--- src/hw/rtl/mono_page_frame_buffer_draw_macros.svh ---
// Assertion helpers used by the top-level RTL.
`ifndef MONO_PAGE_FRAME_BUFFER_DRAW_MACROS_SVH
`define MONO_PAGE_FRAME_BUFFER_DRAW_MACROS_SVH

// Same-cycle implication.
`define MPFB_ASSERT_NOW(label, clk, rst, ante, cons, msg) \
   label: assert property (@(posedge clk) disable iff (rst) (ante) |-> (cons)) else $error(msg);

// Next-cycle implication.
`define MPFB_ASSERT_NEXT(label, clk, rst, ante, cons, msg) \
   label: assert property (@(posedge clk) disable iff (rst) (ante) |=> (cons)) else $error(msg);

`endif

--- src/hw/rtl/mpfb_pkg.sv ---
`default_nettype none
package mpfb_pkg;

   localparam logic [2:0] MODE_SET    = 3'd0;
   localparam logic [2:0] MODE_CLEAR  = 3'd1;
   localparam logic [2:0] MODE_INVERT = 3'd2;
   localparam logic [2:0] MODE_CHAR   = 3'd3;
   localparam logic [2:0] MODE_READ   = 3'd4;

   localparam logic [1:0] OP_SET    = 2'd0;
   localparam logic [1:0] OP_CLEAR  = 2'd1;
   localparam logic [1:0] OP_INVERT = 2'd2;

   localparam logic [6:0] CHAR_MASK    = 7'h7f;
   localparam logic [6:0] CODE_NEWLINE = 7'd10;
   localparam logic [6:0] CODE_FIRST   = 7'd32;
   localparam logic [3:0] PAGE_SAT     = 4'd15;
   localparam logic [8:0] COLUMN_SAT   = 9'd511;
   localparam logic [2:0] GLYPH_BYTES  = 3'd5;

   localparam logic [0:0] REG_COLUMNS = 1'b0;
   localparam logic [0:0] REG_PAGES   = 1'b1;

   typedef enum logic [1:0] {
      CMD_NOP,
      CMD_RECT,
      CMD_CHAR,
      CMD_READ
   } cmd_kind_type;

   typedef struct packed {
      cmd_kind_type kind;
      logic [1:0]   op;
      logic [6:0]   x_first;
      logic [6:0]   x_last;
      logic [2:0]   pg_first;
      logic [2:0]   pg_last;
      logic [2:0]   pg_top;
      logic [2:0]   y_lo;
      logic [2:0]   y_hi;
      logic [3:0]   page;
      logic [8:0]   column;
      logic [2:0]   count;
      logic [6:0]   glyph;
      logic         dropped;
   } cmd_type;

   typedef struct packed {
      logic full;
      logic empty;
   } q_stat_type;

   typedef enum logic [2:0] {
      B_CLEAR,
      B_IDLE,
      B_RECT_RD,
      B_RECT_WR,
      B_CHAR,
      B_READ_RD,
      B_READ_DATA,
      B_DONE
   } back_state_type;

   // 5x7 font, column 0 in the top byte.
   localparam logic [39:0] FONT [0:95] = '{
      40'h0000000000, 40'h00004f0000, 40'h0007000700, 40'h147f147f14,
      40'h242a7f2a12, 40'h2313086462, 40'h3649552250, 40'h0005030000,
      40'h001c224100, 40'h0041221c00, 40'h14083e0814, 40'h08083e0808,
      40'h0050300000, 40'h0808080808, 40'h0060600000, 40'h2010080402,
      40'h3e5149453e, 40'h00427f4000, 40'h4261514946, 40'h2141454b31,
      40'h1814127f10, 40'h2745454539, 40'h3c4a494930, 40'h0171090503,
      40'h3649494936, 40'h064949291e, 40'h0036360000, 40'h0056360000,
      40'h0814224100, 40'h1414141414, 40'h0041221408, 40'h0201510906,
      40'h324979413e, 40'h7e1111117e, 40'h7f49494936, 40'h3e41414122,
      40'h7f4141221c, 40'h7f49494941, 40'h7f09090901, 40'h3e4149497a,
      40'h7f0808087f, 40'h00417f4100, 40'h2040413f01, 40'h7f08142241,
      40'h7f40404040, 40'h7f020c027f, 40'h7f0408107f, 40'h3e4141413e,
      40'h7f09090906, 40'h3e4151215e, 40'h7f09192946, 40'h4649494931,
      40'h01017f0101, 40'h3f4040403f, 40'h1f2040201f, 40'h3f4038403f,
      40'h6314081463, 40'h0708700807, 40'h6151494543, 40'h007f414100,
      40'h0204081020, 40'h0041417f00, 40'h0402010204, 40'h4040404040,
      40'h0001020400, 40'h2054545478, 40'h7f48444438, 40'h3844444420,
      40'h384444487f, 40'h3854545418, 40'h087e090102, 40'h0c5252523e,
      40'h7f08040478, 40'h00447d4000, 40'h2040443d00, 40'h7f10284400,
      40'h00417f4000, 40'h7c04180478, 40'h7c08040478, 40'h3844444438,
      40'h7c14141408, 40'h081414187c, 40'h7c08040408, 40'h4854545420,
      40'h043f444020, 40'h3c4040207c, 40'h1c2040201c, 40'h3c4030403c,
      40'h4428102844, 40'h0c5050503c, 40'h4464544c44, 40'h0008364100,
      40'h00007f0000, 40'h0041360800, 40'h0201020402, 40'h0000000000
   };

   function automatic logic [7:0] glyph_byte(input logic [6:0] g, input logic [2:0] n);
      logic [39:0] row;
      row = FONT[g];
      return row[8 * (3'd4 - n) +: 8];
   endfunction

endpackage
`default_nettype wire

--- src/hw/rtl/mpfb_front.sv ---
`default_nettype none
module mpfb_front #(
   parameter int MAX_COLUMNS = 128,
   parameter int MAX_PAGES   = 8
) (
   input  wire logic             clock,
   input  wire logic             reset,
   input  wire logic             req_tvalid,
   output logic                  req_tready,
   input  wire logic [2:0]       mode,
   input  wire logic [6:0]       x_start,
   input  wire logic [5:0]       y_start,
   input  wire logic [6:0]       x_end,
   input  wire logic [5:0]       y_end,
   input  wire logic [7:0]       char_code,
   input  wire logic             new_string,
   input  wire logic [2:0]       page,
   input  wire logic [6:0]       column,
   input  wire logic [7:0]       columns_in_use,
   input  wire logic [3:0]       pages_in_use,
   input  wire logic             can_push,
   output logic                  push,
   output mpfb_pkg::cmd_type     cmd
);
   import mpfb_pkg::*;

   logic [3:0] cursor_page_ff, cursor_page_in;
   logic [8:0] cursor_column_ff, cursor_column_in;
   logic [6:0] line_start_ff, line_start_in;

   logic [8:0] eff_cols;
   logic [4:0] eff_pages;
   logic [2:0] ps, pe;
   logic       rect_empty, x_any, p_any;
   logic [3:0] cp;
   logic [8:0] cc, rem;
   logic [6:0] ls, code;
   logic [9:0] col_sum;
   logic [2:0] cnt;

   assign req_tready = can_push;
   assign push       = req_tvalid && can_push;

   always_comb begin
      eff_cols  = ({1'b0, columns_in_use} > 9'(MAX_COLUMNS)) ? 9'(MAX_COLUMNS)
                                                             : {1'b0, columns_in_use};
      eff_pages = ({1'b0, pages_in_use} > 5'(MAX_PAGES)) ? 5'(MAX_PAGES)
                                                         : {1'b0, pages_in_use};
      ps = y_start[5:3];
      pe = y_end[5:3];
      rect_empty = (x_start > x_end) || (y_start > y_end);
      x_any = (eff_cols != 9'd0) && ({2'b0, x_start} < eff_cols);
      p_any = ({2'b0, ps} < eff_pages);

      code = char_code[6:0] & CHAR_MASK;
      cp = new_string ? {1'b0, page} : cursor_page_ff;
      cc = new_string ? {2'b0, column} : cursor_column_ff;
      ls = new_string ? column : line_start_ff;
      col_sum = {1'b0, cc} + 10'(GLYPH_BYTES);
      rem = eff_cols - cc;
      if (({1'b0, cp} >= eff_pages) || (cc >= eff_cols)) begin
         cnt = 3'd0;
      end else if (rem > 9'(GLYPH_BYTES)) begin
         cnt = GLYPH_BYTES;
      end else begin
         cnt = rem[2:0];
      end

      cmd          = '0;
      cmd.kind     = CMD_NOP;
      cmd.op       = mode[1:0];
      cmd.x_first  = x_start;
      cmd.x_last   = ({2'b0, x_end} < eff_cols) ? x_end : 7'(eff_cols - 9'd1);
      cmd.pg_first = ps;
      cmd.pg_last  = ({2'b0, pe} < eff_pages) ? pe : 3'(eff_pages - 5'd1);
      cmd.pg_top   = pe;
      cmd.y_lo     = y_start[2:0];
      cmd.y_hi     = y_end[2:0];
      cmd.page     = {1'b0, page};
      cmd.column   = {2'b0, column};
      cmd.count    = cnt;
      cmd.glyph    = (code < CODE_FIRST) ? 7'd0 : code - CODE_FIRST;

      cursor_page_in   = cursor_page_ff;
      cursor_column_in = cursor_column_ff;
      line_start_in    = line_start_ff;

      priority if (mode <= MODE_INVERT) begin
         cmd.kind    = (rect_empty || !x_any || !p_any) ? CMD_NOP : CMD_RECT;
         cmd.dropped = !rect_empty
                       && (({2'b0, x_end} >= eff_cols) || ({2'b0, pe} >= eff_pages));
      end else if (mode == MODE_CHAR) begin
         line_start_in = ls;
         if (code == CODE_NEWLINE) begin
            cursor_page_in   = (cp < PAGE_SAT) ? cp + 4'd1 : cp;
            cursor_column_in = {2'b0, ls};
         end else begin
            cmd.kind    = (cnt == 3'd0) ? CMD_NOP : CMD_CHAR;
            cmd.page    = cp;
            cmd.column  = cc;
            cmd.dropped = (cnt != GLYPH_BYTES);
            cursor_page_in   = cp;
            cursor_column_in = (col_sum > {1'b0, COLUMN_SAT}) ? COLUMN_SAT : col_sum[8:0];
         end
      end else if (mode == MODE_READ) begin
         if (({2'b0, page} < eff_pages) && ({2'b0, column} < eff_cols)) begin
            cmd.kind = CMD_READ;
         end else begin
            cmd.dropped = 1'b1;
         end
      end else begin
         cmd.kind = CMD_NOP;
      end
   end

   always_ff @(posedge clock) begin
      if (reset) begin
         cursor_page_ff   <= '0;
         cursor_column_ff <= '0;
         line_start_ff    <= '0;
      end else if (push && (mode == MODE_CHAR)) begin
         cursor_page_ff   <= cursor_page_in;
         cursor_column_ff <= cursor_column_in;
         line_start_ff    <= line_start_in;
      end
   end
endmodule
`default_nettype wire

--- config.mk ---
export PLATFORM = sky130hd
export DESIGN_NAME = mpfb_front
export DESIGN_NICKNAME = d
export VERILOG_FILES = /design/src/hw/rtl/mono_page_frame_buffer_draw_macros.svh /design/src/hw/rtl/mpfb_pkg.sv /design/src/hw/rtl/mpfb_front.sv
export SDC_FILE = /design/constraint.sdc
export NUM_CORES = 1
export LEC_CHECK = 0
export ABC_AREA = 1
export BUFFER_PORTS_ARGS = -buffer_cell sky130_fd_sc_hd__clkbuf_2
export CAP_MARGIN = 0
export CELL_PAD_IN_SITES_DETAIL_PLACEMENT = 1
export CELL_PAD_IN_SITES_GLOBAL_PLACEMENT = 1
export CORE_MARGIN = 5
export CORE_UTILIZATION = 38
export DETAILED_ROUTE_END_ITERATION = 8
export PLACE_DENSITY_LB_ADDON = 0.1
export SYNTH_ARGS = -nofsm -noshare
export SYNTH_HDL_FRONTEND = slang
export SYNTH_SLANG_ARGS = --single-unit
--- constraint.sdc ---
create_clock -name clock -period 3.85 [get_ports clock]
set_input_delay 0.1925 -clock clock [delete_from_list [all_inputs] [get_ports clock]]
set_output_delay 0.1925 -clock clock [all_outputs]
set_load 0.1 [all_outputs]
Word level (Yosys, flattened, before mapping). Cells that the tools add are included.

$add $sub $neg: 6. $mul: 0. Divide/modulo/power cells: 0. Order comparisons: 19. Equality and inequality tests: 4. Shift operators: 0. Muxes and demuxes: 29. Bitwise gates (word level): 1. Reduce and logical (&&, ||, !) cells: 16.

Operators by type and width (count): 13-bit 2-to-1 mux (3); 9-bit 2-to-1 mux (3); 7-bit by 8-bit less-than comparator with 1-bit output (3); 7-bit 2-to-1 mux (3); 4-bit 2-to-1 mux (4); 3-bit by 4-bit less-than comparator with 1-bit output (3); 2-bit 2-to-1 mux (6); 9-bit by 3-bit adder with 10-bit output, second input constant (1); 10-bit by 9-bit > comparator with 1-bit output, second input constant (1); 9-bit by 8-bit >= comparator with 1-bit output (1); 9-bit by 3-bit > comparator with 1-bit output, second input constant (1); 3-bit 2-to-1 mux (3); 9-bit nonzero test (1); 8-bit by 9-bit subtractor with 9-bit output (1); 7-bit by 8-bit >= comparator with 1-bit output (1); 8-bit > comparator, second input constant (1); 8-bit 2-to-1 mux (1); 7-bit by 4-bit == test with 1-bit output, second input constant (1); 7-bit > comparator (1); 7-bit by 6-bit less-than comparator with 1-bit output, second input constant (1); 7-bit by 1-bit subtractor with 7-bit output, second input constant (1); 7-bit by 6-bit subtractor with 7-bit output, second input constant (1); 6-bit > comparator (1); 1-bit 2-to-1 mux (6); 16 further kinds (26).

Bits in registers: 20. Latch bits: 0. Bits in writable memories: 0. Bits in read-only memories: 0. Logic and storage cells: 78. Memories: 0.

Depth between registers and ports, before layout.
Depth in word-level cells: 11. Gate-level depth with buffers: 21. Gate-level depth less buffers: 21.

Worst setup path before layout. OpenSTA, ideal clock, no wires.

Kind: input to output. Start: input columns_in_use[1]. End: output cmd[42] (netlist bit). Data arrival time: 3.948 ns. Path slack: -0.290 ns. Stages: 14. Buffers on the path: 1. Cell sequence: nor3_1 > nand3_1 > nand2_1 > inv_1 > nor2_1 > inv_1 > ha_1 > nand2_1 > o21ai_0 > nand4_1 > nand2_1 > inv_1 > clkbuf_1 > o21ai_0.

RTL lines: start: declaration (RTL line mpfb_front.sv:19) `input wire logic [7:0] columns_in_use,`; end: declaration (RTL line mpfb_front.sv:23) `output mpfb_pkg::cmd_type cmd`.

==> reports/results.tsv <==
metric	value	unit
grt_pass1_vias	4402	
routedWlPerCell	14.8	um
period_needed	3.34	ns
dieArea	0.0118	sq mm
cp-endpoint	cmd[56]	
diodes	0	
cts_buffers	3	
critPathLaunch	columns_in_use[1]	
start_util	0.384	
worstPathRequired	3.66	ns
post_cts_buffers	0	
grt_pass1_wl	20.7	mm
critPathKind	in2out	
synth_edf_count	0	
min_period_over_period	0.866	
tightestPinTransition	0.784	ns
p_per_area	279	mW/mm^2
synth_area_leader_cell	ha_1	
status	finished, final reports clean	
synth_common_cells	174 x nand2_1, 100 x inv_1, 57 x ha_1	
power_leakage	2.56	nW
avgSynthCellArea	5.98	sq um
yosysWarnings	0	
setup_tns	0	ns
wl	12.7	mm
nFillCells	1400	
cts.sinks	20	
io_pins	123	
cts_max_path_buffers	2	
hold_path.class	in2reg	
hold_slack	0.322	ns
syn-instance-count	620	
drc	0	
clock.fmax	300	MHz
track_usage	0.216	
clk-insertion-delay-late	0.27	ns
yosysUniqueCellTypes	42	
crit_fanout	9	
cts_root_buffer	clkbuf_8	
hold_viol_final	0	
timing.rr.end	cursor_column_ff[6]	
cp-end-kind	output pin	
portBuffers	121	
finalSetupViolCount	0	
worstRegToRegCells	10	
clk_pin_slew	0.08	ns
nNetsFinal	844	
relSlewSlack	0.472	
htreeDepth	1	
fp.dieH	109	um
grt_max_degree	20	
core	0.00964	sq mm
cts_resized	0	
seq_area_frac_synth	0.108	
synth_top_area_frac	0.192	
r2r_slack	2.07	ns
place_hpwl	11.1	mm
ys_ff_latch	20	
yosys-top-cells-area	ha_1 19%, nand2_1 18%, dfxtp_1 11%, inv_1 10%, o21ai_0 5.8%	
ir_drop	177	uV
via_per_inst	4.98	
firstDrtPassIters	5	
async_flop_share	0	
rsz0062_at_grt	false	
detail-route-antenna-nets	0	
fin_util	0.458	
antenna_found_initial	0	
first_iter_violations	123	
drv_slew	0	
cap_violations	0	
finalClockSkew	0.00743	ns
finalPower	1.23	mW
place_congestion	0.863	
vias	4250	
r2r-start	cursor_column_ff[1]	
synth_nets	742	
drive_gt1_frac	0.227	
hold_buffers	0	
grt-ovfl-total	0	
syn2layout_area_growth	19.1	%
cts_tree	yes	
yosysMostFrequentCell	nand2_1	
num_rows	36	
ys.flop_type	dfxtp_1	
synthesis.area	0.00371	sq mm
cp-start-kind	primary input	
crit_arrival	3.14	ns
die_width	109	um
cell type report:
class                      instances  area [sq um]  share of cell area
clock inverter                     1          30.0             0.00680
sequential                        20           400              0.0907
inverter                         109           412              0.0932
multi-input combinational        462          2690               0.610
clock buffer                       3          41.3             0.00935
tap                              133           166              0.0377
timing repair buffer             126           673               0.152
worst max-delay path, cell delays in order:
cell and delay [ns]:
clkbuf_2 0.09, nor3_1 0.18, nand3_1 0.09, nand2_1 0.22, nand2_1 0.15, ha_1 0.24
fa_1 0.48, inv_1 0.10, nand2_1 0.05, nand2_1 0.10, nand3_1 0.12, nand3_1 0.13
nand2_1 0.06, nor2_1 0.16, nand4_1 0.15, nand2_1 0.12, nand3_1 0.12, nand2_1 0.09
nand2_1 0.11, buf_12 0.19
stage by stage:
| step | setup WS (ns) | std cells | instance area (sq um) |
|---|---|---|---|
| after global routing | 0.133 | 854 | 4420 |
| after detailed placement | 0.486 | 850 | 4340 |
| after CTS | 0.477 | 854 | 4420 |
| after global placement | 0.531 | 850 | 4340 |
| after floorplan | -0.290 | 620 | 3710 |
| final | 0.515 | 854 | 4420 |
registers in the layout, summed over array words and instances (netlist names):
signal	cells
cursor_page_ff	4
line_start_ff	7
cursor_column_ff	9
cells by family after synthesis:
logic type | Yosys count | share of synthesized area
compound gates | 107 | 0.161
fa+ha+maj | 58 | 0.198
flops | 20 | 0.108
simple gates | 286 | 0.342
buf+inv | 138 | 0.165
xor+xnor | 11 | 0.0260
power breakdown:
part | switching [mW] | leakage (nW) | total [mW] | internal [mW]
registers | 0.00151 | 0.161 | 0.211 | 0.210
clock network | 0.0785 | 0.0357 | 0.217 | 0.139
logic | 0.622 | 2.36 | 0.804 | 0.183
total | 0.702 | 2.56 | 1.23 | 0.531
metal layers:
layer  routed length [um]  up-vias  GRT usage
li1                     -     2178          -
met1                 5850     1946      0.284
met2                 6020      118      0.391
met3                  679        8     0.0231
met4                  123        0     0.0280
met5                    0        -          0
how the worst min path moves through the flow:
stage / to / startpoint / slack, ns / cells after the start
floorplan: cursor_column_ff[3] / reset / 0.25 / 1
global placement: line_start_ff[0] / line_start_ff[0] / 0.45 / 2
detailed placement: cursor_column_ff[7] / cursor_column_ff[7] / 0.46 / 2
CTS: cursor_column_ff[5] / reset / 0.32 / 2
global route: cursor_column_ff[5] / reset / 0.34 / 2
finish: cursor_column_ff[3] / reset / 0.32 / 2
cells in the final DEF, fill, tap and decap left out, types with 4 or more instances in the layout:
cell / count
nand2_1: 174
clkbuf_2: 119
inv_1: 100
ha_1: 57
o21ai_0: 43
nor2_1: 41
a21oi_1: 41
nand3_1: 37
dfxtp_1: 20
nand4_1: 11
inv_2: 8
xor2_1: 8
a21oi_2: 6
buf_4: 5
nor2_4: 4
o21ai_1: 4
nand2_4: 4
Power figures use the tool's default switching activity.
