### src/hw/rtl/mono_page_frame_buffer_draw_macros.svh
// Assertion helpers used by the top-level RTL.
`ifndef MONO_PAGE_FRAME_BUFFER_DRAW_MACROS_SVH
`define MONO_PAGE_FRAME_BUFFER_DRAW_MACROS_SVH

// Same-cycle implication.
`define MPFB_ASSERT_NOW(label, clk, rst, ante, cons, msg) \
   label: assert property (@(posedge clk) disable iff (rst) (ante) |-> (cons)) else $error(msg);

// Next-cycle implication.
`define MPFB_ASSERT_NEXT(label, clk, rst, ante, cons, msg) \
   label: assert property (@(posedge clk) disable iff (rst) (ante) |=> (cons)) else $error(msg);

`endif

### src/hw/rtl/mpfb_pkg.sv
`default_nettype none
package mpfb_pkg;

   localparam logic [2:0] MODE_SET    = 3'd0;
   localparam logic [2:0] MODE_CLEAR  = 3'd1;
   localparam logic [2:0] MODE_INVERT = 3'd2;
   localparam logic [2:0] MODE_CHAR   = 3'd3;
   localparam logic [2:0] MODE_READ   = 3'd4;

   localparam logic [1:0] OP_SET    = 2'd0;
   localparam logic [1:0] OP_CLEAR  = 2'd1;
   localparam logic [1:0] OP_INVERT = 2'd2;

   localparam logic [6:0] CHAR_MASK    = 7'h7f;
   localparam logic [6:0] CODE_NEWLINE = 7'd10;
   localparam logic [6:0] CODE_FIRST   = 7'd32;
   localparam logic [3:0] PAGE_SAT     = 4'd15;
   localparam logic [8:0] COLUMN_SAT   = 9'd511;
   localparam logic [2:0] GLYPH_BYTES  = 3'd5;

   localparam logic [0:0] REG_COLUMNS = 1'b0;
   localparam logic [0:0] REG_PAGES   = 1'b1;

   typedef enum logic [1:0] {
      CMD_NOP,
      CMD_RECT,
      CMD_CHAR,
      CMD_READ
   } cmd_kind_type;

   typedef struct packed {
      cmd_kind_type kind;
      logic [1:0]   op;
      logic [6:0]   x_first;
      logic [6:0]   x_last;
      logic [2:0]   pg_first;
      logic [2:0]   pg_last;
      logic [2:0]   pg_top;
      logic [2:0]   y_lo;
      logic [2:0]   y_hi;
      logic [3:0]   page;
      logic [8:0]   column;
      logic [2:0]   count;
      logic [6:0]   glyph;
      logic         dropped;
   } cmd_type;

   typedef struct packed {
      logic full;
      logic empty;
   } q_stat_type;

   typedef enum logic [2:0] {
      B_CLEAR,
      B_IDLE,
      B_RECT_RD,
      B_RECT_WR,
      B_CHAR,
      B_READ_RD,
      B_READ_DATA,
      B_DONE
   } back_state_type;

   // 5x7 font, column 0 in the top byte.
   localparam logic [39:0] FONT [0:95] = '{
      40'h0000000000, 40'h00004f0000, 40'h0007000700, 40'h147f147f14,
      40'h242a7f2a12, 40'h2313086462, 40'h3649552250, 40'h0005030000,
      40'h001c224100, 40'h0041221c00, 40'h14083e0814, 40'h08083e0808,
      40'h0050300000, 40'h0808080808, 40'h0060600000, 40'h2010080402,
      40'h3e5149453e, 40'h00427f4000, 40'h4261514946, 40'h2141454b31,
      40'h1814127f10, 40'h2745454539, 40'h3c4a494930, 40'h0171090503,
      40'h3649494936, 40'h064949291e, 40'h0036360000, 40'h0056360000,
      40'h0814224100, 40'h1414141414, 40'h0041221408, 40'h0201510906,
      40'h324979413e, 40'h7e1111117e, 40'h7f49494936, 40'h3e41414122,
      40'h7f4141221c, 40'h7f49494941, 40'h7f09090901, 40'h3e4149497a,
      40'h7f0808087f, 40'h00417f4100, 40'h2040413f01, 40'h7f08142241,
      40'h7f40404040, 40'h7f020c027f, 40'h7f0408107f, 40'h3e4141413e,
      40'h7f09090906, 40'h3e4151215e, 40'h7f09192946, 40'h4649494931,
      40'h01017f0101, 40'h3f4040403f, 40'h1f2040201f, 40'h3f4038403f,
      40'h6314081463, 40'h0708700807, 40'h6151494543, 40'h007f414100,
      40'h0204081020, 40'h0041417f00, 40'h0402010204, 40'h4040404040,
      40'h0001020400, 40'h2054545478, 40'h7f48444438, 40'h3844444420,
      40'h384444487f, 40'h3854545418, 40'h087e090102, 40'h0c5252523e,
      40'h7f08040478, 40'h00447d4000, 40'h2040443d00, 40'h7f10284400,
      40'h00417f4000, 40'h7c04180478, 40'h7c08040478, 40'h3844444438,
      40'h7c14141408, 40'h081414187c, 40'h7c08040408, 40'h4854545420,
      40'h043f444020, 40'h3c4040207c, 40'h1c2040201c, 40'h3c4030403c,
      40'h4428102844, 40'h0c5050503c, 40'h4464544c44, 40'h0008364100,
      40'h00007f0000, 40'h0041360800, 40'h0201020402, 40'h0000000000
   };

   function automatic logic [7:0] glyph_byte(input logic [6:0] g, input logic [2:0] n);
      logic [39:0] row;
      row = FONT[g];
      return row[8 * (3'd4 - n) +: 8];
   endfunction

endpackage
`default_nettype wire

### src/hw/rtl/mpfb_cmdq.sv
`default_nettype none
module mpfb_cmdq (
   input  wire logic                 clock,
   input  wire logic                 reset,
   input  wire logic                 push,
   input  wire mpfb_pkg::cmd_type    push_data,
   input  wire logic                 pop,
   output mpfb_pkg::cmd_type         pop_data,
   output mpfb_pkg::q_stat_type      stat
);
   import mpfb_pkg::*;

   cmd_type    slot_ff [2];
   logic       wr_ff, wr_in, rd_ff, rd_in;
   logic [1:0] count_ff, count_in;

   always_comb begin
      wr_in    = push ? ~wr_ff : wr_ff;
      rd_in    = pop ? ~rd_ff : rd_ff;
      count_in = count_ff + {1'b0, push} - {1'b0, pop};
   end

   assign pop_data   = slot_ff[rd_ff];
   assign stat.full  = (count_ff == 2'd2);
   assign stat.empty = (count_ff == 2'd0);

   always_ff @(posedge clock) begin
      if (reset) begin
         wr_ff    <= 1'b0;
         rd_ff    <= 1'b0;
         count_ff <= '0;
      end else begin
         wr_ff    <= wr_in;
         rd_ff    <= rd_in;
         count_ff <= count_in;
      end
      if (push) begin
         slot_ff[wr_ff] <= push_data;
      end
   end
endmodule
`default_nettype wire

### config.mk
export PLATFORM = sky130hd
export DESIGN_NAME = mpfb_cmdq
export DESIGN_NICKNAME = d
export VERILOG_FILES = /design/src/hw/rtl/mono_page_frame_buffer_draw_macros.svh /design/src/hw/rtl/mpfb_pkg.sv /design/src/hw/rtl/mpfb_cmdq.sv
export SDC_FILE = /design/constraint.sdc
export NUM_CORES = 1
export LEC_CHECK = 0
export ABC_AREA = 1
export BUFFER_PORTS_ARGS = -buffer_cell sky130_fd_sc_hd__buf_4
export CAP_MARGIN = 20
export CORE_ASPECT_RATIO = 0.6
export CORE_MARGIN = 2
export CORE_UTILIZATION = 35
export CTS_CLUSTER_DIAMETER = 30
export DETAILED_ROUTE_END_ITERATION = 10
export HOLD_SLACK_MARGIN = 0.05
export SYNTH_ARGS = -nofsm -noshare
export SYNTH_HDL_FRONTEND = slang
export SYNTH_SLANG_ARGS = --single-unit
### constraint.sdc
create_clock -name clock -period 5 [get_ports clock]
set_clock_uncertainty 0.05 [all_clocks]
set_input_delay 0.75 -clock clock [delete_from_list [all_inputs] [get_ports clock]]
set_output_delay 0.75 -clock clock [all_outputs]
set_load 0.005 [all_outputs]
**Word level (Yosys, flattened, before mapping)**

Memory sizes are Yosys's and may differ from the RTL's. A register that Yosys moved wholly into a read port is not among the register bits.
Cells that the tools add are included.
W data, S select, Z words.

- Output and inout bits: 59
- Memories kept: 1
- Register bits after elaboration: 4
- Memory bits (writable): 114
- Logic and storage cells: 14
- Input port bits: 61

Memory list:

| name | depth | bits a word | read ports | clocked after Yosys merged registers in | write ports | RTL line | source |
|---|---|---|---|---|---|---|---|
| slot_ff | 2 | 57 | 1 | 1 | 1 | mpfb_cmdq.sv:13 | `cmd_type slot_ff [2];` |

- Reduce and logical (&&, ||, !) cells: 1
- Bitwise gates (word level): 2
- Equality and inequality tests: 1
- Add/sub/neg operators: 2
- Mux-type cells: 4

Operators by type and width:

| kind | count |
|---|---|
| $mux W1 | 4 |
| $add A2 B1 Y2 | 1 |
| $eq A2 B2 Y1 const B | 1 |
| $logic_not A2 Y1 | 1 |
| $not A1 Y1 | 2 |
| $sub A2 B1 Y2 | 1 |

**Depth between registers and ports, before layout**

Gate-level depths: netlist (run 1).

- Word-level depth: 3
- Depth in mapped cells: 9
- Mapped depth without buffers: 9

**Worst setup path before layout (run 1)**

OpenSTA, ideal clock, no wires.

- Kind: input port to flip-flop
- Start point: in push
- End point: mem slot_ff[0][0] (netlist name), enable pin
- Data required time: 4.477 ns
- Setup time: 0.473 ns
- Slack: 1.295 ns
- Arrival time: 3.182 ns
- Cell stages on the path: 2
- Buffers on the path: 0
- Path through: inv_1 > nor2_1

- Cells in the longest elaborated chain, start to end: 2

RTL lines:

| element | RTL line | source |
|---|---|---|
| start, declared | mpfb_cmdq.sv:5 | `input wire logic push,` |
| $mux W1 | mpfb_cmdq.sv:37 | `if (push) begin` |
| $mux W1 (implied by the code) | mpfb_cmdq.sv:38 | `slot_ff[wr_ff] <= push_data;` |
| end, declared | mpfb_cmdq.sv:13 |  |

Every way passes these cells.

==> flow_summary.json, run 1 <==
{
  "setup_viol": 0,
  "grt_pass1_wl_um": 12700,
  "internal-power_mw": 2.08,
  "core-area_um2": 12300,
  "synth_cell_type_count": 14,
  "viasPerCell": 4.36,
  "place.detailed.hpwl_um": 5230,
  "rr_worst_depth": 2,
  "hold_buffers": 0,
  "grt_usage": 0.125,
  "grt_max_degree": 58,
  "endpoint": "pop_data[2]",
  "crit_path_top_delay_cell": "dfxtp_4",
  "cp.depth": 2,
  "cts_max_path_buffers": 2,
  "synth_area_leaders": "edfxtp_1, mux2_4, mux2_2",
  "critPathBufInv": 1,
  "insertion_delay_ns": 0.40,
  "hold_ws_ns": 0.477,
  "antenna_found_initial": 0,
  "critPathTopFamily": "flip-flops",
  "cts_tree": "yes",
  "wl_per_cell_um": 15.9,
  "hp-class": "flop to flop",
  "combPwrFrac": 0.096,
  "drtAntennaViolNets": 0,
  "cellLeakagePower_nw": 2.38,
  "crit_fanout": 57,
  "fin_setup_tns_ns": 0,
  "min_from": "rd_ff",
  "layout_commonest_cell": "buf_4",
  "io_buffers": 119,
  "power_frac_seq": 0.456,
  "p_switching_mw": 0.527,
  "synth_top_cell_by_area": "edfxtp_1",
  "die_w_um": 150,
  "drt_iter0_drc": 112,
  "path_cells": "mux2_2 -> buf_4",
  "drc": 0,
  "power_density_nw_per_um2": 428,
  "slowest_delay_ns": 0.97,
  "path_clk_slew_ns": 0.05,
  "cts-root-buf": "clkbuf_16",
  "place_congestion": 0.712,
  "via_count": 2263,
  "start_util": 0.364,
  "period_share": 0.556,
  "avgSynthCellArea_um2": 21.4,
  "r2r-start": "wr_ff",
  "pwr-share-clk": 0.448,
  "path_class": "flop to output pin",
  "cts-buffers-inserted": 17,
  "cp_data_arrival_time_ns": 1.98,
  "syn-cell-area_um2": 4460,
  "area_growth_pct": 36.7,
  "maxSlewHeadroom": 0.373,
  "first_pass_iters": 4,
  "peakVddDrop_v": 0.000228,
  "drive_above_1_share": 0.579,
  "cp-end-kind": "output pin",
  "grt_pass1_vias": 2421,
  "io_pins": 120,
  "rrSetupSlack_ns": 3.10,
  "setup.worst_path.start_class": "flop",
  "die_y_um": 91.4,
  "maxCapViolCount": 0,
  "yosysSeqAreaShare": 0.791,
  "yosys_warnings": 0,
  "wl_um": 8230,
  "slew_violations": 0,
  "synth-seq-cells": 119,
  "htree_levels": 4,
  "worstMarginPinSlew_ns": 0.941,
  "final_cell_mix": "buf_4, edfxtp_1, mux2_4",
  "post-cts-setup-buffers": 0,
  "cts_sinks": 119,
  "rsz0062_at_grt": "no",
  "diodes": 0,
  "cts_resized": 0,
  "outcome": "completed",
  "syn_nets": 271,
  "synth_top_area_share": 0.768,
  "overflow": 0,
  "dieArea_um2": 13700,
  "final-hold-violation-count": 0,
  "synthCells": 208,
  "critPathRequiredTime_ns": 4.20,
  "rows": 31,
  "nNetsFinal": 405,
  "fmax_ghz": 0.359,
  "period_minus_slack_ns": 2.78,
  "switching_share": 0.202,
  "r2r-end": "slot_ff[0][22]"
}
metrics by stage:
stage | util | setup WS [ns] | area [µm²] | instances | power, mW
5_1_grt | 0.497 | 2.11 | 6090 | 519 | 2.71
3_3_place_gp | 0.451 | 2.51 | 5530 | 488 | 1.46
2_1_floorplan | - | 1.29 | 4460 | 208 | 1.32
4_1_cts | 0.497 | 2.16 | 6090 | 519 | 2.64
3_5_place_dp | 0.451 | 2.53 | 5530 | 488 | 1.46
6_report | 0.497 | 2.22 | 6090 | 519 | 2.61
Yosys cell counts, drive strengths merged:
cell	instances
edfxtp	114
mux2	57
inv	8
nor2	8
buf	6
dfxtp	5
nand2	4
ha	2
a21oi	1
nand3	1
nor3	1
xnor2	1
area by class of cell:
class	count	area, µm²
well taps	165	206
clock buffers	18	429
multi-input cells	75	856
fillers	1076	6160
inverters	8	30.0
clock inverters	13	138
repair buffers	121	908
flip-flops and latches	119	3530
cell families after synthesis:
family / share of synthesized area
flip-flops: 0.791
multiplexers: 0.169
buffers and inverters: 0.0191
AND/OR/NAND/NOR: 0.0123
adder cells (fa/ha/maj): 0.00561
AO/OA/AOI/OAI: 0.00112
XOR/XNOR: 0.00197
sequential cells by signal, summed over array words and instances, names as in the netlist, named ones only:
signal	count
rd_ff	1
slot_ff	114
wr_ff	1
count_ff	2
power groups by stage:
stage               sequential, mW  clock, mW  combinational [mW]
global placement              1.21          0               0.251
floorplan                     1.19          0               0.135
global route                  1.20       1.24               0.272
CTS                           1.19       1.20               0.254
finish                        1.19       1.17               0.250
detailed placement            1.21          0               0.252
tightest hold or removal path: stages, from the launching register on:
cell and delay [ns]:
dfxtp_1 0.33, xnor2_1 0.09, nor2_1 0.07
worst min path at each step:
stage / slack, ns / end / depth (start not counted)
3_5_place_dp: 0.46 / flop / 2
6_report: 0.48 / rd_ff / 2
4_1_cts: 0.46 / slot_ff[1][33] / 1
3_3_place_gp: 0.45 / rd_ff / 2
5_1_grt: 0.46 / slot_ff[1][7] / 1
2_1_floorplan: 0.43 / flop / 2
routing by layer:
metal | vias to the layer above | GRT usage | share of wire
li1 | 1071 | - | -
met1 | 1090 | 0.173 | 0.50
met3 | 10 | 0.0593 | 0.091
met2 | 92 | 0.166 | 0.40
met4 | 0 | 0.0542 | 0.0091
met5 | - | 0 | 0
Power figures use the tool's default switching activity.
==> inputs of run 2 (changes only) <==
==> constraint.sdc (replaced) <==
create_clock -name clock -period 2.7 [get_ports clock]
set_clock_uncertainty 0.05 [all_clocks]
set_input_delay 0.405 -clock clock [delete_from_list [all_inputs] [get_ports clock]]
set_output_delay 0.405 -clock clock [all_outputs]
set_load 0.005 [all_outputs]
==> run 2 against run 1 <==
  * Non-clock buffer count rose by 4
  * Count of clock-buffer cells in the layout did not move
  * Global-route usage rose by 0.099 points
  * Die area did not move
  * Critical endpoint is now pop_data[20]
  * Via count rose by 1.9%
  * Total power rose by 81%
  * Register-to-register slack got worse by 1.9 ns
  * Critical path depth rose by 1
  * First-iteration DRC count fell by 21%
  * Hold slack got worse by 0.34 ns
==> flow_summary.json, run 2 (synthesized netlist as in run 1, its figures left out) <==
{
  "period_minus_slack_ns": 2.23,
  "cts-buffers-inserted": 17,
  "hp-class": "input port to flop",
  "final_cell_mix": "buf_4, edfxtp_1, mux2_4",
  "htree_levels": 4,
  "cts_sinks": 119,
  "grt_usage": 0.126,
  "top_regs": "slot_ff x114, count_ff x2",
  "place_congestion": 0.728,
  "outcome": "completed",
  "top_register": "slot_ff",
  "cts_tree": "yes",
  "antenna_found_initial": 0,
  "io_buffers": 119,
  "diodes": 0,
  "die_w_um": 150,
  "worstMarginPinSlew_ns": 0.506,
  "start_util": 0.364,
  "grt_pass1_vias": 2444,
  "cts-root-buf": "clkbuf_16",
  "fin_setup_tns_ns": 0,
  "crit_fanout": 16,
  "power_density_nw_per_um2": 772,
  "via_count": 2307,
  "grt_pass1_wl_um": 12700,
  "cp-end-kind": "output pin",
  "path_class": "flop to output pin",
  "first_pass_iters": 4,
  "wl_per_cell_um": 15.8,
  "layout_commonest_cell": "buf_4",
  "dieArea_um2": 13700,
  "cts_resized": 0,
  "core-area_um2": 12300,
  "maxSlewHeadroom": 0.662,
  "viasPerCell": 4.42,
  "insertion_delay_ns": 0.40,
  "final_area_um2": 6120,
  "nNetsFinal": 409,
  "io_pins": 120,
  "final-hold-violation-count": 0,
  "largest_reg_flops": 114,
  "setup.worst_path.start_class": "flop",
  "grt_max_degree": 32,
  "die_y_um": 91.4,
  "post-cts-setup-buffers": 0,
  "rows": 31,
  "drive_above_1_share": 0.594,
  "path_clk_slew_ns": 0.05,
  "postPlaceCellArea_um2": 5580,
  "place.detailed.hpwl_um": 5520,
  "cellLeakagePower_nw": 2.40,
  "area_growth_pct": 37.4,
  "hold_buffers": 0,
  "drc": 0,
  "drtAntennaViolNets": 0,
  "rsz0062_at_grt": "no",
  "cts_max_path_buffers": 2,
  "setup_viol": 0,
  "overflow": 0,
  "fmax_ghz": 0.448,
  "critPathRequiredTime_ns": 2.25,
  "wl_um": 8250,
  "cp_data_arrival_time_ns": 1.78,
  "maxCapViolCount": 0,
  "period_share": 0.828,
  "peakVddDrop_v": 0.000470,
  "slew_violations": 0,
  "drt_iter0_drc": 89
}
## run 2: cell types whose count changed in the layout (fill, tap and decap cells not counted)
cell / change
buf_12: +2
buf_4: +2
bufinv_16: -1
clkinv_1: -4
clkinv_2: +4
## run 2: layout make-up
type                    instances  area [µm²]
inverters                       8        30.0
well taps                     165         206
clock inverters                12         113
clock buffers                  18         429
flip-flops and latches        119        3530
fillers                      1062        6130
repair buffers                125         963
multi-input cells              75         856
## run 2: through the flow
step | setup WS (ns) | hold WS, ns | util | cells | total power, mW
after floorplan | 0.324 | 0.426 | - | 208 | 2.45
after global placement | 0.882 | 0.450 | 0.455 | 492 | 2.71
after detailed placement | 0.860 | 0.457 | 0.455 | 492 | 2.72
after CTS | 0.433 | 0.125 | 0.500 | 522 | 4.79
after global routing | 0.381 | 0.118 | 0.500 | 522 | 4.92
final | 0.466 | 0.140 | 0.500 | 522 | 4.73
## run 2: routing by layer
layer  vias to the layer above  share of wire  track usage
li1                       1080              -            -
met1                      1132           0.45        0.164
met2                        90           0.43        0.177
met3                         5           0.11       0.0658
met4                         0         0.0053       0.0519
met5                         -              0            0
## run 2: path summary, 6_finish.rpt
kind | startpoint | slack, ns | endpoint | cells past startpoint
worst min register to register | rd_ff | 0.46 | rd_ff | 2
worst min-delay path | push_data[21] | 0.14 | slot_ff[0][21] | 1
worst max register to register | wr_ff | 1.18 | slot_ff[1][14] | 3
worst max-delay path | flop | 0.47 | pop_data[20] | 3
## run 2: report_power, final
group | total (mW) | switching [mW] | internal (mW)
clock network | 2.05 | 0.725 | 1.33
logic | 0.502 | 0.198 | 0.304
registers | 2.17 | 0.0345 | 2.14
## run 2: worst max-delay path: stages (launching register included)
cell and delay [ns]:
dfxtp_4 0.50, buf_4 0.34, mux2_2 0.40, buf_4 0.14
==> inputs of run 3 (changes only) <==
--- a/config.mk
+++ b/config.mk
@@ -5,7 +5,7 @@
 export SDC_FILE = /design/constraint.sdc
 export NUM_CORES = 1
 export LEC_CHECK = 0
-export ABC_AREA = 1
+export ABC_AREA = 0
 export BUFFER_PORTS_ARGS = -buffer_cell sky130_fd_sc_hd__buf_4
 export CAP_MARGIN = 20
 export CORE_ASPECT_RATIO = 0.6
==> constraint.sdc (replaced) <==
create_clock -name clock -period 2.35 [get_ports clock]
set_clock_uncertainty 0.05 [all_clocks]
set_input_delay 0.3525 -clock clock [delete_from_list [all_inputs] [get_ports clock]]
set_output_delay 0.3525 -clock clock [all_outputs]
set_load 0.005 [all_outputs]
==> run 3 against run 2 <==
  * Wire length up 1.8%
  * Synthesized cell count down 4.8%
  * Clock power up 29%
  * Sequential cell count unchanged
  * Count of clock-buffer cells in the layout down 1
  * Synthesized area down 0.17%
  * Global-route usage about the same
  * Die area down 0.17%
  * Final area up 0.82%
  * Via count down 0.91%
  * Final cell count down 1.5%
  * Utilization up 0.57 points
  * Largest cell class unchanged
==> flow_summary.json, run 3 <==
{
  "crit_fanout": 33,
  "setup_viol": 0,
  "yosys-top-cells-count": "edfxtp_1, mux2_4, mux2_2",
  "finalNonFillerCells": 514,
  "finalPower_mw": 5.78,
  "yosys_warnings": 0,
  "nNetsFinal": 399,
  "synth_edf_count": 114,
  "post-route-worst-setup-slack_ns": 0.209,
  "cp_data_arrival_time_ns": 1.74,
  "outcome": "completed",
  "core-area_um2": 12200,
  "final-hold-violation-count": 0,
  "synth_cell_type_count": 13,
  "cts-root-buf": "clkbuf_16",
  "largest_reg_flops": 114,
  "top_regs": "slot_ff x114, count_ff x2",
  "die_w_um": 150,
  "synthAdderAreaFrac": 0.00562,
  "area_growth_pct": 38.8,
  "cellLeakagePower_nw": 2.40,
  "synthMuxAreaShare": 0.170,
  "grt_pass1_wl_um": 12500,
  "path_class": "flop to output pin",
  "rsz0062_at_grt": "no",
  "wl_met3_um": 930,
  "cts_tree": "yes",
  "grt_max_degree": 36,
  "rows": 31,
  "synthArstFlopShare": 0,
  "slowest_delay_ns": 0.54,
  "syn_nets": 261,
  "top_register": "slot_ff",
  "synth_top_family_by_area": "multiplexers",
  "dieArea_um2": 13700,
  "grt_usage": 0.126,
  "io_buffers": 119,
  "path_cells": "buf_12 -> mux2_2 -> buf_4",
  "wl_um": 8400,
  "wl_met2_um": 3730,
  "start_util": 0.364,
  "top_layer_used": "met4",
  "fin_setup_tns_ns": 0,
  "antenna_found_initial": 0,
  "setup.worst_path.start_class": "flop",
  "synth_area_leaders": "edfxtp_1, mux2_4, mux2_2",
  "htree_levels": 4,
  "cp-end-kind": "output pin",
  "yosysSeqAreaShare": 0.792,
  "layout_commonest_cell": "buf_4",
  "cts_resized": 0,
  "hold_ws_ns": 0.0895,
  "post-cts-setup-buffers": 0,
  "synthXorXnorAreaFrac": 0.00900,
  "path_clk_slew_ns": 0.05,
  "io_pins": 120,
  "peakVddDrop_v": 0.000509,
  "crit_path_top_delay_cell": "dfxtp_4",
  "synth_top_cell_by_area": "edfxtp_1",
  "maxCapViolCount": 0,
  "insertion_delay_ns": 0.39,
  "power_density_nw_per_um2": 937,
  "first_pass_iters": 4,
  "hp-class": "input port to flop",
  "cts_max_path_buffers": 2,
  "fmax_ghz": 0.467,
  "synth-seq-cells": 119,
  "via_count": 2286,
  "synthSimpleGateAreaFrac": 0.00984,
  "slew_violations": 0,
  "viasPerCell": 4.45,
  "drtAntennaViolNets": 0,
  "period_share": 0.911,
  "synth_compound_area_frac": 0,
  "maxSlewHeadroom": 0.660,
  "die_y_um": 91.3,
  "place.detailed.hpwl_um": 5490,
  "synthCells": 198,
  "critPathRequiredTime_ns": 1.95,
  "syn-cell-area_um2": 4450,
  "worstMarginPinSlew_ns": 0.510,
  "hold_buffers": 0,
  "cts_sinks": 119,
  "drt_iter0_drc": 86,
  "placedCellCount": 482,
  "place_congestion": 0.745,
  "cts-buffers-inserted": 17,
  "detailedPlace.worstSlack_ns": 0.604,
  "avgSynthCellArea_um2": 22.5,
  "overflow": 0,
  "diodes": 0,
  "final_cell_mix": "buf_4, edfxtp_1, mux2_4",
  "synth_top_area_share": 0.769,
  "grt_pass1_vias": 2399,
  "drt-met1-wl_um": 3700,
  "period_minus_slack_ns": 2.14,
  "synth_top_flop_cell": "edfxtp_1",
  "yosysMostFrequentCell": "edfxtp_1",
  "drive_above_1_share": 0.610,
  "drc": 0,
  "wl_per_cell_um": 16.3
}
[run 3: cell count changes in the layout (fill, tap and decap cells not counted), sizes merged, moves of 2 or more]
cell	previous run	this run
nor2b	0	3
inv	8	2
nand2	4	0
bufinv	2	4
nor2	8	5
[run 3: power breakdown]
| group | switching (mW) | total (mW) | internal [mW] |
|---|---|---|---|
| clock | 0.880 | 2.64 | 1.76 |
| combinational | 0.237 | 0.618 | 0.381 |
| sequential | 0.0514 | 2.53 | 2.48 |
| total | 1.17 | 5.78 | 4.61 |
[run 3: path summary, 6_finish.rpt]
| path | startpoint | end | slack [ns] | depth (start not counted) |
|---|---|---|---|---|
| worst max-delay path | flop | pop_data[10] | 0.21 | 3 |
| worst min-delay path | push_data[56] | slot_ff[0][56] | 0.09 | 1 |
| worst max register to register | wr_ff | slot_ff[1][54] | 0.92 | 2 |
| worst min register to register | rd_ff | flop | 0.46 | 2 |
[run 3: cell type report]
class	instances	area (µm²)
clock buffers	17	425
repair buffers	125	951
clock inverters	15	185
multi-input cells	71	872
fillers	1010	6040
flip-flops and latches	119	3530
inverters	2	7.51
well taps	165	206
[run 3: per-stage QoR]
step	area [µm²]	util
2_1_floorplan	4450	-
3_3_place_gp	5560	0.455
3_5_place_dp	5560	0.455
4_1_cts	6170	0.505
5_1_grt	6170	0.505
6_report	6170	0.505
[run 3: per-layer routing]
metal	track usage	vias to the layer above
met4	0.0381	0
met3	0.0683	5
met5	0	-
met1	0.165	1127
li1	-	1055
met2	0.180	99
[run 3: kinds of logic (layout without fill, tap and decap cells)]
kind of cell	count (synthesis)	count (layout)
simple gates	9	9
fa+ha+maj	2	2
buf+inv	8	159
flops	119	119
mux	57	57
xor+xnor	3	3
[run 3: worst max-delay path, delay by kind of cell, from the launching register on]
kind	cells	cell delay [ns]
DFF	1	0.54
buffers and inverters	2	0.41
muxes	1	0.38
